File: config.mk
export PLATFORM = sky130hd
export DESIGN_NAME = mission_sequencer_with_retries_unit
export DESIGN_NICKNAME = d
export VERILOG_FILES = /design/src/sv/msr_pkg.sv /design/src/sv/msr_csr.sv /design/src/sv/msr_step.sv /design/src/sv/mission_sequencer_with_retries_unit.sv
export VERILOG_INCLUDE_DIRS = /design/src /design/src/sv
export SDC_FILE = /design/constraint.sdc
export NUM_CORES = 1
export LEC_CHECK = 0
export BUFFER_PORTS_ARGS = -buffer_cell sky130_fd_sc_hd__buf_2
export CAP_MARGIN = 5
export CORE_MARGIN = 2
export CORE_UTILIZATION = 55
export DETAILED_ROUTE_END_ITERATION = 7
export GPL_TIMING_DRIVEN = 0
export PLACE_DENSITY_LB_ADDON = 0.25
export SYNTH_ARGS = -nofsm -noshare
export SYNTH_HDL_FRONTEND = slang
export SYNTH_HIERARCHICAL = 1
export SYNTH_SLANG_ARGS = --single-unit
File: constraint.sdc
create_clock -name clock -period 6.7 [get_ports clock]
set_input_delay 2.01 -clock clock [delete_from_list [all_inputs] [get_ports clock]]
set_output_delay 2.01 -clock clock [all_outputs]
set_load 0.01 [all_outputs]
File: src/sv/mission_sequencer_with_retries_unit_assert.svh
// Assertion macros shared by the mission sequencer RTL.
`ifndef MISSION_SEQUENCER_WITH_RETRIES_UNIT_ASSERT_SVH
`define MISSION_SEQUENCER_WITH_RETRIES_UNIT_ASSERT_SVH

// Same-cycle implication, checked on every rising clock edge outside reset.
`define MSR_ASSERT_IMPL(lbl, pre, post, msg) \
   lbl: assert property (@(posedge clock) disable iff (reset) (pre) |-> (post)) \
      else $error(msg);

// Next-cycle implication, checked on every rising clock edge outside reset.
`define MSR_ASSERT_NEXT(lbl, pre, post, msg) \
   lbl: assert property (@(posedge clock) disable iff (reset) (pre) |=> (post)) \
      else $error(msg);

`endif

File: src/sv/msr_pkg.sv
// Types, codes and helpers shared by the mission sequencer modules.
package msr_pkg;

   localparam logic [7:0] MAX_SEGMENTS = 8'd255;

   typedef enum logic [2:0] {
      CMD_TICK    = 3'd0,
      CMD_BATTERY = 3'd1,
      CMD_START   = 3'd2,
      CMD_COVER   = 3'd3,
      CMD_NAV     = 3'd4,
      CMD_FOLLOW  = 3'd5,
      CMD_DOCK    = 3'd6,
      CMD_RETRY   = 3'd7
   } cmd_type;

   typedef enum logic [2:0] {
      MODE_IDLE = 3'd0,
      MODE_REQ  = 3'd1,
      MODE_NAV  = 3'd2,
      MODE_MOW  = 3'd3,
      MODE_RET  = 3'd4,
      MODE_CHG  = 3'd5,
      MODE_ERR  = 3'd6
   } mode_type;

   typedef enum logic [2:0] {
      ACT_NONE      = 3'd0,
      ACT_COVER     = 3'd1,
      ACT_NAV       = 3'd2,
      ACT_FOLLOW    = 3'd3,
      ACT_DOCK      = 3'd4,
      ACT_CNAV_DOCK = 3'd5,
      ACT_CFOL_DOCK = 3'd6,
      ACT_RETRY     = 3'd7
   } act_type;

   typedef enum logic [2:0] {
      CSR_BATT_LOW  = 3'd0,
      CSR_BATT_FULL = 3'd1,
      CSR_AUTO      = 3'd2,
      CSR_AREA      = 3'd3,
      CSR_RETRIES   = 3'd4
   } csr_idx_type;

   localparam logic [6:0] BATT_LOW_RST  = 7'd30;
   localparam logic [6:0] BATT_FULL_RST = 7'd95;
   localparam logic [3:0] RETRIES_RST   = 4'd3;

   typedef struct packed {
      logic [6:0] battery_low_level;
      logic [6:0] battery_full_level;
      logic       auto_start;
      logic       area_configured;
      logic [3:0] max_retries;
   } cfg_type;

   typedef struct packed {
      cmd_type    cmd;
      logic [6:0] battery_level;
      logic       success;
      logic       server_ready;
      logic [7:0] segment_count;
   } item_type;

   typedef struct packed {
      mode_type   mode;
      logic [6:0] battery_now;
      logic       coverage_pending;
      logic       follow_busy;
      logic       dock_busy;
      logic [3:0] navigate_tries;
      logic [3:0] follow_tries;
      logic [3:0] dock_tries;
      logic [7:0] segment_position;
      logic [7:0] segment_total;
   } state_type;

   typedef struct packed {
      logic       start_accepted;
      logic [7:0] segment_index;
      act_type    action;
      mode_type   mission_state;
   } result_type;

   // Failure count plus one, saturated to the 4-bit counter.
   function automatic logic [3:0] sat_tries(logic [4:0] n);
      return (n > 5'd15) ? 4'd15 : n[3:0];
   endfunction

endpackage

File: src/sv/msr_csr.sv
// Configuration register file of the mission sequencer.
module msr_csr
   import msr_pkg::*;
(
   input  logic       clock,
   input  logic       reset,
   input  logic       csr_we,
   input  logic [2:0] csr_addr,
   input  logic [6:0] csr_wdata,
   output cfg_type    cfg
);

   cfg_type cfg_ff;

   always_ff @(posedge clock) begin
      if (reset) begin
         cfg_ff.battery_low_level  <= BATT_LOW_RST;
         cfg_ff.battery_full_level <= BATT_FULL_RST;
         cfg_ff.auto_start         <= 1'b1;
         cfg_ff.area_configured    <= 1'b0;
         cfg_ff.max_retries        <= RETRIES_RST;
      end else if (csr_we) begin
         case (csr_idx_type'(csr_addr))
            CSR_BATT_LOW:  cfg_ff.battery_low_level  <= csr_wdata;
            CSR_BATT_FULL: cfg_ff.battery_full_level <= csr_wdata;
            CSR_AUTO:      cfg_ff.auto_start         <= csr_wdata[0];
            CSR_AREA:      cfg_ff.area_configured    <= csr_wdata[0];
            CSR_RETRIES:   cfg_ff.max_retries        <= csr_wdata[3:0];
            default: ;
         endcase
      end
   end

   assign cfg = cfg_ff;

endmodule

File: src/sv/msr_step.sv
// Event decision logic: next mission state and result for one event.
module msr_step
   import msr_pkg::*;
(
   input  cfg_type    cfg,
   input  state_type  st,
   input  item_type   item,
   output state_type  st_in,
   output result_type res
);

   logic       low;
   logic [4:0] nav_n;
   logic [4:0] fol_n;
   logic [4:0] dock_n;
   logic [4:0] max_n;
   logic [8:0] pos_n;
   logic [7:0] seg_n;
   act_type    act;
   act_type    dock_act;

   assign low    = st.battery_now <= cfg.battery_low_level;
   assign nav_n  = {1'b0, st.navigate_tries} + 5'd1;
   assign fol_n  = {1'b0, st.follow_tries} + 5'd1;
   assign dock_n = {1'b0, st.dock_tries} + 5'd1;
   assign max_n  = {1'b0, cfg.max_retries};
   assign pos_n  = {1'b0, st.segment_position} + 9'd1;
   assign seg_n  = (item.segment_count > MAX_SEGMENTS) ? MAX_SEGMENTS : item.segment_count;

   always_comb begin
      st_in    = st;
      act      = ACT_NONE;
      dock_act = st.follow_busy ? ACT_CFOL_DOCK : ACT_DOCK;
      res.start_accepted = 1'b0;
      case (item.cmd)
         CMD_TICK: begin
            case (st.mode)
               MODE_IDLE: begin
                  if (cfg.auto_start && cfg.area_configured) st_in.mode = MODE_REQ;
               end
               MODE_REQ: begin
                  if (!st.coverage_pending && item.server_ready) begin
                     st_in.coverage_pending = 1'b1;
                     act = ACT_COVER;
                  end
               end
               MODE_NAV, MODE_MOW: begin
                  if (low && !st.dock_busy) begin
                     st_in.follow_busy = 1'b0;
                     if (item.server_ready) begin
                        st_in.mode      = MODE_RET;
                        st_in.dock_busy = 1'b1;
                        act = (st.mode == MODE_NAV) ? ACT_CNAV_DOCK : dock_act;
                     end else begin
                        st_in.mode = MODE_ERR;
                     end
                     // navigating leaves follow_busy alone
                     if (st.mode == MODE_NAV) st_in.follow_busy = st.follow_busy;
                  end
               end
               MODE_CHG: begin
                  if (st.battery_now >= cfg.battery_full_level) st_in.mode = MODE_REQ;
               end
               default: ;
            endcase
         end
         CMD_BATTERY: st_in.battery_now = item.battery_level;
         CMD_START: begin
            if (st.mode == MODE_IDLE || st.mode == MODE_ERR) begin
               res.start_accepted = 1'b1;
               st_in.mode = MODE_REQ;
               if (!st.coverage_pending && item.server_ready) begin
                  st_in.coverage_pending = 1'b1;
                  act = ACT_COVER;
               end
            end
         end
         CMD_COVER: begin
            if (st.coverage_pending) begin
               st_in.coverage_pending = 1'b0;
               if (item.success) begin
                  if (seg_n == 8'd0) begin
                     st_in.mode = MODE_ERR;
                  end else begin
                     st_in.segment_total    = seg_n;
                     st_in.segment_position = 8'd0;
                     st_in.navigate_tries   = 4'd0;
                     if (item.server_ready) begin
                        st_in.mode = MODE_NAV;
                        act = ACT_NAV;
                     end else begin
                        st_in.mode = MODE_ERR;
                     end
                  end
               end
            end
         end
         CMD_NAV: begin
            if (st.mode == MODE_NAV) begin
               if (item.success) begin
                  st_in.navigate_tries = 4'd0;
                  if (item.server_ready) begin
                     st_in.mode = MODE_MOW;
                     st_in.follow_busy = 1'b1;
                     act = ACT_FOLLOW;
                  end else begin
                     st_in.mode = MODE_ERR;
                  end
               end else begin
                  st_in.navigate_tries = sat_tries(nav_n);
                  if (nav_n > max_n) st_in.mode = MODE_ERR;
                  else act = ACT_RETRY;
               end
            end
         end
         CMD_FOLLOW: begin
            st_in.follow_busy = 1'b0;
            if (st.mode == MODE_MOW) begin
               if (item.success) begin
                  st_in.follow_tries     = 4'd0;
                  st_in.segment_position = pos_n[8] ? 8'd255 : pos_n[7:0];
                  if (!item.server_ready) begin
                     st_in.mode = MODE_ERR;
                     if (pos_n < {1'b0, st.segment_total}) st_in.navigate_tries = 4'd0;
                  end else if (pos_n >= {1'b0, st.segment_total}) begin
                     st_in.mode      = MODE_RET;
                     st_in.dock_busy = 1'b1;
                     act = ACT_DOCK;
                  end else begin
                     st_in.navigate_tries = 4'd0;
                     st_in.mode = MODE_NAV;
                     act = ACT_NAV;
                  end
               end else begin
                  st_in.follow_tries = sat_tries(fol_n);
                  if (fol_n > max_n) st_in.mode = MODE_ERR;
                  else act = ACT_RETRY;
               end
            end
         end
         CMD_DOCK: begin
            st_in.dock_busy = 1'b0;
            if (item.success) begin
               st_in.dock_tries = 4'd0;
               st_in.mode = MODE_CHG;
            end else if (st.mode == MODE_RET) begin
               st_in.dock_tries = sat_tries(dock_n);
               if (dock_n > max_n) st_in.mode = MODE_ERR;
               else act = ACT_RETRY;
            end
         end
         CMD_RETRY: begin
            if (st.mode == MODE_NAV || st.mode == MODE_MOW || st.mode == MODE_RET) begin
               if (!item.server_ready) begin
                  st_in.mode = MODE_ERR;
               end else if (st.mode == MODE_NAV) begin
                  act = ACT_NAV;
               end else if (st.mode == MODE_MOW) begin
                  st_in.follow_busy = 1'b1;
                  act = ACT_FOLLOW;
               end else begin
                  st_in.dock_busy = 1'b1;
                  act = ACT_DOCK;
               end
            end
         end
         default: ;
      endcase
      res.action        = act;
      res.mission_state = st_in.mode;
      res.segment_index = st_in.segment_position;
   end

endmodule

File: src/sv/mission_sequencer_with_retries_unit.sv
// Mission sequencer top level: event register, decision logic, result register.
// Pipeline: a transaction accepted on req_ is captured in the input register, then passes
//   the decision logic into the result register, which drives rsp_.
// Throughput: one event per cycle, limited only by rsp_tready backpressure.
// Reset (synchronous, active high) empties both stages, clears the mission state
//   to idle and zero, and loads the configuration registers with their defaults.
`include "mission_sequencer_with_retries_unit_assert.svh"
module mission_sequencer_with_retries_unit
   import msr_pkg::*;
(
   input  logic        clock,
   input  logic        reset,
   input  logic        req_tvalid,
   output logic        req_tready,
   input  logic [2:0]  req_tuser,   // cmd
   // battery_level[6:0], success[7], server_ready[8], segment_count[16:9], zero[23:17]
   input  logic [23:0] req_tdata,
   output logic        rsp_tvalid,
   input  logic        rsp_tready,
   // mission_state[2:0], action[5:3], segment_index[13:6], start_accepted[14], zero[15]
   output logic [15:0] rsp_tdata,
   input  logic        csr_we,
   input  logic [2:0]  csr_addr,
   input  logic [6:0]  csr_wdata
);

   cfg_type    cfg;
   item_type   item_ff;
   logic       item_valid_ff;
   state_type  st_ff;
   state_type  st_in;
   result_type res_in;
   result_type res_ff;
   logic       rsp_valid_ff;
   logic       advance;

   msr_csr u_csr (
      .clock     (clock),
      .reset     (reset),
      .csr_we    (csr_we),
      .csr_addr  (csr_addr),
      .csr_wdata (csr_wdata),
      .cfg       (cfg)
   );

   msr_step u_step (
      .cfg   (cfg),
      .st    (st_ff),
      .item  (item_ff),
      .st_in (st_in),
      .res   (res_in)
   );

   // event moves into the result register when that register is free or draining
   assign advance    = item_valid_ff && (!rsp_valid_ff || rsp_tready);
   assign req_tready = !item_valid_ff || advance;

   always_ff @(posedge clock) begin
      if (reset) begin
         item_valid_ff <= 1'b0;
      end else if (req_tready) begin
         item_valid_ff <= req_tvalid;
      end
   end

   always_ff @(posedge clock) begin
      if (req_tready && req_tvalid) begin
         item_ff.cmd           <= cmd_type'(req_tuser);
         item_ff.battery_level <= req_tdata[6:0];
         item_ff.success       <= req_tdata[7];
         item_ff.server_ready  <= req_tdata[8];
         item_ff.segment_count <= req_tdata[16:9];
      end
   end

   always_ff @(posedge clock) begin
      if (reset) begin
         st_ff.mode             <= MODE_IDLE;
         st_ff.battery_now      <= 7'd0;
         st_ff.coverage_pending <= 1'b0;
         st_ff.follow_busy      <= 1'b0;
         st_ff.dock_busy        <= 1'b0;
         st_ff.navigate_tries   <= 4'd0;
         st_ff.follow_tries     <= 4'd0;
         st_ff.dock_tries       <= 4'd0;
         st_ff.segment_position <= 8'd0;
         st_ff.segment_total    <= 8'd0;
      end else if (advance) begin
         st_ff <= st_in;
      end
   end

   always_ff @(posedge clock) begin
      if (reset) begin
         rsp_valid_ff <= 1'b0;
      end else if (advance) begin
         rsp_valid_ff <= 1'b1;
      end else if (rsp_tready) begin
         rsp_valid_ff <= 1'b0;
      end
   end

   always_ff @(posedge clock) begin
      if (advance) begin
         res_ff <= res_in;
      end
   end

   assign rsp_tvalid = rsp_valid_ff;
   assign rsp_tdata  = {1'b0, res_ff};

   `MSR_ASSERT_IMPL(a_start_in_req, rsp_valid_ff && res_ff.start_accepted, res_ff.mission_state == MODE_REQ, "accepted start must leave mission in requesting")
   `MSR_ASSERT_IMPL(a_cover_pending, rsp_valid_ff && res_ff.action == ACT_COVER, st_ff.coverage_pending, "coverage request issued without pending flag")
   `MSR_ASSERT_NEXT(a_item_hold, item_valid_ff && !advance, item_valid_ff, "stalled event dropped from input register")
   `MSR_ASSERT_IMPL(a_follow_busy, rsp_valid_ff && res_ff.action == ACT_FOLLOW, st_ff.follow_busy, "follow issued without busy flag")

endmodule

# Yosys cells after proc, flatten, opt, wreduce, memory -nomap -nowiden
# Index checks and enable logic that the tools add are counted.
# totals
output_inout_bits	18
regBits	98
word_cells	219
input_bits	42
# classes
n_lt_le_gt_ge	11
add_sub_neg	4
bitwise_logic	1
eq_ne	40
n_reduce_logical	38
n_mux	99
# op_table
cell	count
$mux 3	42
$mux 4	14
$mux 16	3
$pmux 3 s7	2
$mux 8	4
$ne 2x2->1 const B	14
$eq 3x3->1 const B	8
$eq 3x2->1 const B	6
$mux 2	9
$mux 1	16
$pmux 8 s2	1
$add 4x1->5 const B	3
$gt 5x4->1	3
$gt 5x4->1 const B	3
$ne 2x1->1 const B	7
$reduce_and 13->1	1
$pmux 4 s3	1
$reduce_and 12->1	1
$reduce_and 2->1	6
$reduce_and 10->1	1
$add 8x1->9 const B	1
$eq 3x1->1 const B	3
$ge 9x8->1	1
$logic_not 3->1	3
other kinds (24)	40

# Longest topological paths before layout
# logic_depth
ltp_word	7
ltp_mapped	14
mapped_depth_nobuf	13

# By module
# The synthesis kept the hierarchy.
# by_module_without_submodules
module	instances	area_each_um2	cells_per_inst	seq_area_each_um2
mission_sequencer_with_retries_unit	1	3020.4	225	1911.8
msr_step	1	2635.0	396	0.0
msr_csr	1	854.6	83	400.4

# Least setup slack after synthesis
# No wires, ideal clock.
# synth_path
kind	input port to output port
from	input port rsp_tready
to	output port req_tready
arrival_ps	2239
t_required_ps	4690
path_slack_ps	2451
stages	2
path_buffers	0
path_cell_list	nor2b_4 nand2_1
# synth_via
elab_chain_cells	3
# synth_lines
element	line	text
start: declaration	mission_sequencer_with_retries_unit.sv:19	input logic rsp_tready,
$logic_or 1x1->1	mission_sequencer_with_retries_unit.sv:55	assign advance = item_valid_ff && (!rsp_valid_ff || rsp_tready);
$logic_and 1x1->1	mission_sequencer_with_retries_unit.sv:55	
$logic_or 1x1->1	mission_sequencer_with_retries_unit.sv:56	assign req_tready = !item_valid_ff || advance;
end: declaration	mission_sequencer_with_retries_unit.sv:14	output logic req_tready,
# Every way passes these cells.

# Worst setup path in the final report
# Ends and elaborated chain as after synthesis.

==> flow_summary.html <==
<table>
<tr><th>Metric</th><th>Value</th></tr>
<tr><th colspan="2">Outcome</th></tr>
<tr><td>Result of the run</td><td>finished clean</td></tr>
<tr><th colspan="2">Synthesis</th></tr>
<tr><td>FFs w/ async S/R, synth</td><td>0%</td></tr>
<tr><td>Number of synthesis warnings</td><td>6</td></tr>
<tr><td>Number of register bits inferred by synthesis</td><td>98</td></tr>
<tr><td>Most numerous cell in the Yosys netlist</td><td>nand2b_1</td></tr>
<tr><td>Number of flops mapped to enable cells by yosys</td><td>35</td></tr>
<tr><td>Dominant cells by area after synthesis</td><td>dfxtp_1 19%, edfxtp_1 16%, nand2b_1 9.7%</td></tr>
<tr><td>Post-synthesis cell type with the largest combined area</td><td>dfxtp_1</td></tr>
<tr><td>Top flip-flop cell by instance count after synthesis</td><td>dfxtp_1</td></tr>
<tr><td>Syn_nets</td><td>787</td></tr>
<tr><td>Sequential share of the synthesized area</td><td>35.5%</td></tr>
<tr><td>Mean area per synthesized cell</td><td>9.25 sq um</td></tr>
<tr><td>Number of distinct library cells after synthesis</td><td>75</td></tr>
<tr><td>Leading post-synthesis cells by instance count</td><td>101 x nand2b_1, 63 x dfxtp_1, 62 x mux2i_1, 49 x nor2_1, 43 x inv_1</td></tr>
<tr><td>Post-Synthesis Cell Area</td><td>6510 sq um</td></tr>
<tr><td>Count of mapped cells out of synthesis</td><td>704</td></tr>
<tr><td>Fraction of synthesized cell area taken by the top area cell type</td><td>19.4%</td></tr>
<tr><th colspan="2">CTS</th></tr>
<tr><td>CTS sink count</td><td>98</td></tr>
<tr><td>Number of gates resized after CTS</td><td>0</td></tr>
<tr><td>Clock Latency Late Sink</td><td>360 ps</td></tr>
<tr><td>Clock Tree Buf Depth</td><td>2</td></tr>
<tr><td>TritonCTS clock tree</td><td>built</td></tr>
<tr><td>CTS HTree Levels</td><td>3</td></tr>
<tr><td>Number of buffers created by CTS</td><td>9</td></tr>
<tr><td>Hold-fix buffers, CTS</td><td>0</td></tr>
<tr><td>Number of buffers inserted by post-CTS setup repair</td><td>0</td></tr>
<tr><td>Clock transition at path regs</td><td>70 ps</td></tr>
<tr><td>Root cell of the clock tree</td><td>clkbuf_16</td></tr>
<tr><th colspan="2">Critical path</th></tr>
<tr><td>Data required time at the worst endpoint</td><td>4690 ps</td></tr>
<tr><td>Kind of critical path</td><td>primary input to output port</td></tr>
<tr><td>CP Launch Point</td><td>rsp_tready</td></tr>
<tr><td>List of cells traversed by the critical path</td><td>buf_2, nor2b_4, nand2_1, buf_2</td></tr>
<tr><td>Cell mode on critical path</td><td>buf_2</td></tr>
<tr><td>Crit path arrival time</td><td>2500 ps</td></tr>
<tr><td>Slowest cell on crit path</td><td>nor2b_4</td></tr>
<tr><td>Slowest cell delay on critical path</td><td>150 ps</td></tr>
<tr><td>Worst Setup Start Kind</td><td>primary input</td></tr>
<tr><td>RR Startpoint</td><td>st_ff[8]$_SDFFE_PP0P_</td></tr>
<tr><td>Maximum fanout along the worst path</td><td>4</td></tr>
<tr><td>Category of the worst setup path capture point</td><td>output port</td></tr>
<tr><th colspan="2">Layout</th></tr>
<tr><td>Count of non-filler cells in the finished layout</td><td>915</td></tr>
<tr><td>Fraction of final layout cells sized beyond drive strength 1</td><td>15.2%</td></tr>
<tr><td>Number of antenna repair diodes</td><td>0</td></tr>
<tr><td>Number of nets in the final layout</td><td>850</td></tr>
<tr><td>Layout overhead on the synthesized area</td><td>11.2%</td></tr>
<tr><th colspan="2">Place</th></tr>
<tr><td>Final Wtd Congestion</td><td>0.919</td></tr>
<tr><td>Placed cells</td><td>899</td></tr>
<tr><td>Number of port buffers</td><td>51</td></tr>
<tr><td>Placed wire-length estimate after detailed placement</td><td>12.2 mm</td></tr>
<tr><th colspan="2">Timing</th></tr>
<tr><td>Time the worst path needs with I/O delays and setup</td><td>4510 ps</td></tr>
<tr><td>Final setup TNS</td><td>0 ps</td></tr>
<tr><td>Max-slew violation count</td><td>0</td></tr>
<tr><td>Slew at the pin closest to its max-slew limit</td><td>1180 ps</td></tr>
<tr><td>Number of endpoints failing setup at the final stage</td><td>0</td></tr>
<tr><td>Part of the cycle the worst path needs</td><td>67.3%</td></tr>
<tr><td>Final Hold Viols</td><td>0</td></tr>
<tr><td>Relative slew slack</td><td>20.8%</td></tr>
<tr><td>RSZ-0062 raised after global routing</td><td>false</td></tr>
<tr><td>Maximum achievable frequency</td><td>0.222 GHz</td></tr>
<tr><td>Clock tree skew after final layout</td><td>6.68 ps</td></tr>
<tr><th colspan="2">Min path</th></tr>
<tr><td>Startpoint of the worst hold path</td><td>st_ff[40]$_SDFFE_PP0P_</td></tr>
<tr><td>Path type of the worst min-delay path</td><td>flop to flop</td></tr>
<tr><th colspan="2">Floorplan</th></tr>
<tr><td>Area of the core</td><td>11,500 sq um</td></tr>
<tr><td>Die W</td><td>113 microns</td></tr>
<tr><td>Row Count</td><td>39</td></tr>
<tr><td>Area enclosed by the die boundary</td><td>12,700 sq um</td></tr>
<tr><td>Vertical extent of the die</td><td>113 microns</td></tr>
<tr><td>Initial Util</td><td>56.8%</td></tr>
<tr><td>I/O pin count</td><td>60</td></tr>
<tr><th colspan="2">Pwr</th></tr>
<tr><td>P_leak</td><td>2.93 nW</td></tr>
<tr><td>Worst voltage drop across the vdd grid</td><td>226 uV</td></tr>
<tr><td>Power density over cell area</td><td>176 nW/um^2</td></tr>
<tr><th colspan="2">Detailed routing</th></tr>
<tr><td>Count of antenna-violating nets left after detailed routing</td><td>0</td></tr>
<tr><td>Via density per instance</td><td>5.89</td></tr>
<tr><td>Post-Route WL</td><td>16.2 mm</td></tr>
<tr><td>Post-detailed-route wirelength per cell</td><td>17.7 microns</td></tr>
<tr><td>DR DRC count</td><td>0</td></tr>
<tr><td>Iter 0 DRT Violations</td><td>392</td></tr>
<tr><td>Routed vias</td><td>5,393</td></tr>
<tr><td>Length of the first detailed-routing pass in iterations</td><td>5</td></tr>
<tr><th colspan="2">Global route</th></tr>
<tr><td>Total global-route track usage</td><td>26.5%</td></tr>
<tr><td>Global-route wire length before repair</td><td>26.8 mm</td></tr>
<tr><td>Total grt overflow</td><td>0</td></tr>
<tr><td>Number of global-route vias before repair</td><td>5,372</td></tr>
<tr><td>Initial antenna violation count</td><td>0</td></tr>
<tr><td>Largest net degree at the start of global routing</td><td>25</td></tr>
<tr><th colspan="2">Run</th></tr>
<tr><td>Maximum Capacitance Violations</td><td>0</td></tr>
</table>
-- per-stage QoR --
step	worst slack (ps)	total power, mW	hold slack, ps	utilization (%)	area (sq um)
floorplan	2450	0.743	447	-	6510
global placement	2210	0.786	459	60.6	6940
detailed placement	2190	0.790	471	60.7	6960
CTS	2190	1.29	483	63.2	7240
global route	2160	1.32	499	63.2	7240
finish	2190	1.28	478	63.2	7240
-- report_power, final --
group	switching (mW)	total [mW]	leakage, nW	internal [mW]
combinational	0.0772	0.137	1.95	0.0595
sequential	0.00891	0.641	0.848	0.632
clock	0.241	0.499	0.135	0.258
total	0.327	1.28	2.93	0.949
-- cell usage in the layout (no fill, tap or decap), types with 5 or more instances in the layout --
master / count
o211ai_1: 5
xnor2_1: 9
inv_1: 43
nand2_1: 30
nand4_1: 7
clkbuf_16: 9
mux2i_1: 62
mux2_2: 7
ha_1: 41
buf_2: 55
nor2_1: 49
edfxtp_1: 35
a22o_1: 10
xor2_1: 6
buf_4: 15
nand2b_1: 101
o21ai_0: 38
nor2b_1: 6
nand3b_1: 5
clkbuf_1: 21
nand3_1: 16
o21a_1: 8
a21oi_1: 28
buf_6: 5
dfxtp_1: 63
-- final cells by class --
cell class                 instances  area (sq um)
buffer                            51           349
timing repair buffer              52           267
clock inverter                     7          57.6
multi-input combinational        512          3690
sequential                        98          2310
clock buffer                       9           225
fill                             981          4230
tap                              143           179
inverter                          43           161
-- critical path, delay by kind of cell --
kind	cells	cell delay, ps
buf+inv	2	250
simple gates	2	230
-- cells by family (layout without fill, tap and decap cells) --
family                     Yosys count  in the layout  share of synthesized area (%)
DFF                                 98             98                           35.5
xor gates and xnor gates            15             15                           2.02
AOI/OAI and AO/OA                  133            133                           13.6
and+or+nand+nor                    253            253                           22.3
other                                1              1                         0.0576
muxes                               69             69                           10.7
buffers and inverters               94            162                           7.84
adders and majority gates           41             41                           7.88
-- layer usage --
metal | global-route usage [%] | routed length, microns
met1 | 36.1 | 7480
met2 | 42.6 | 7450
met5 | 0 | 0
met3 | 6.21 | 930
met4 | 7.40 | 327
-- state kept, by name, summed over array words and instances (netlist names) --
register / count
u_csr/cfg: 20
rsp_tdata: 15
st_ff: 41
item_ff: 20
rsp_tvalid: 1
item_valid_ff: 1
-- final timing paths --
| check | end | slack [ps] | cells past startpoint |
|---|---|---|---|
| min | st_ff[40]$_SDFFE_PP0P_ | 480 | 2 |
| max | req_tready | 2190 | 4 |
| max reg2reg | st_ff[40]$_SDFFE_PP0P_ | 2680 | 14 |
| min reg2reg | st_ff[40]$_SDFFE_PP0P_ | 480 | 2 |
No activity file was read; power rests on OpenSTA's default activity.
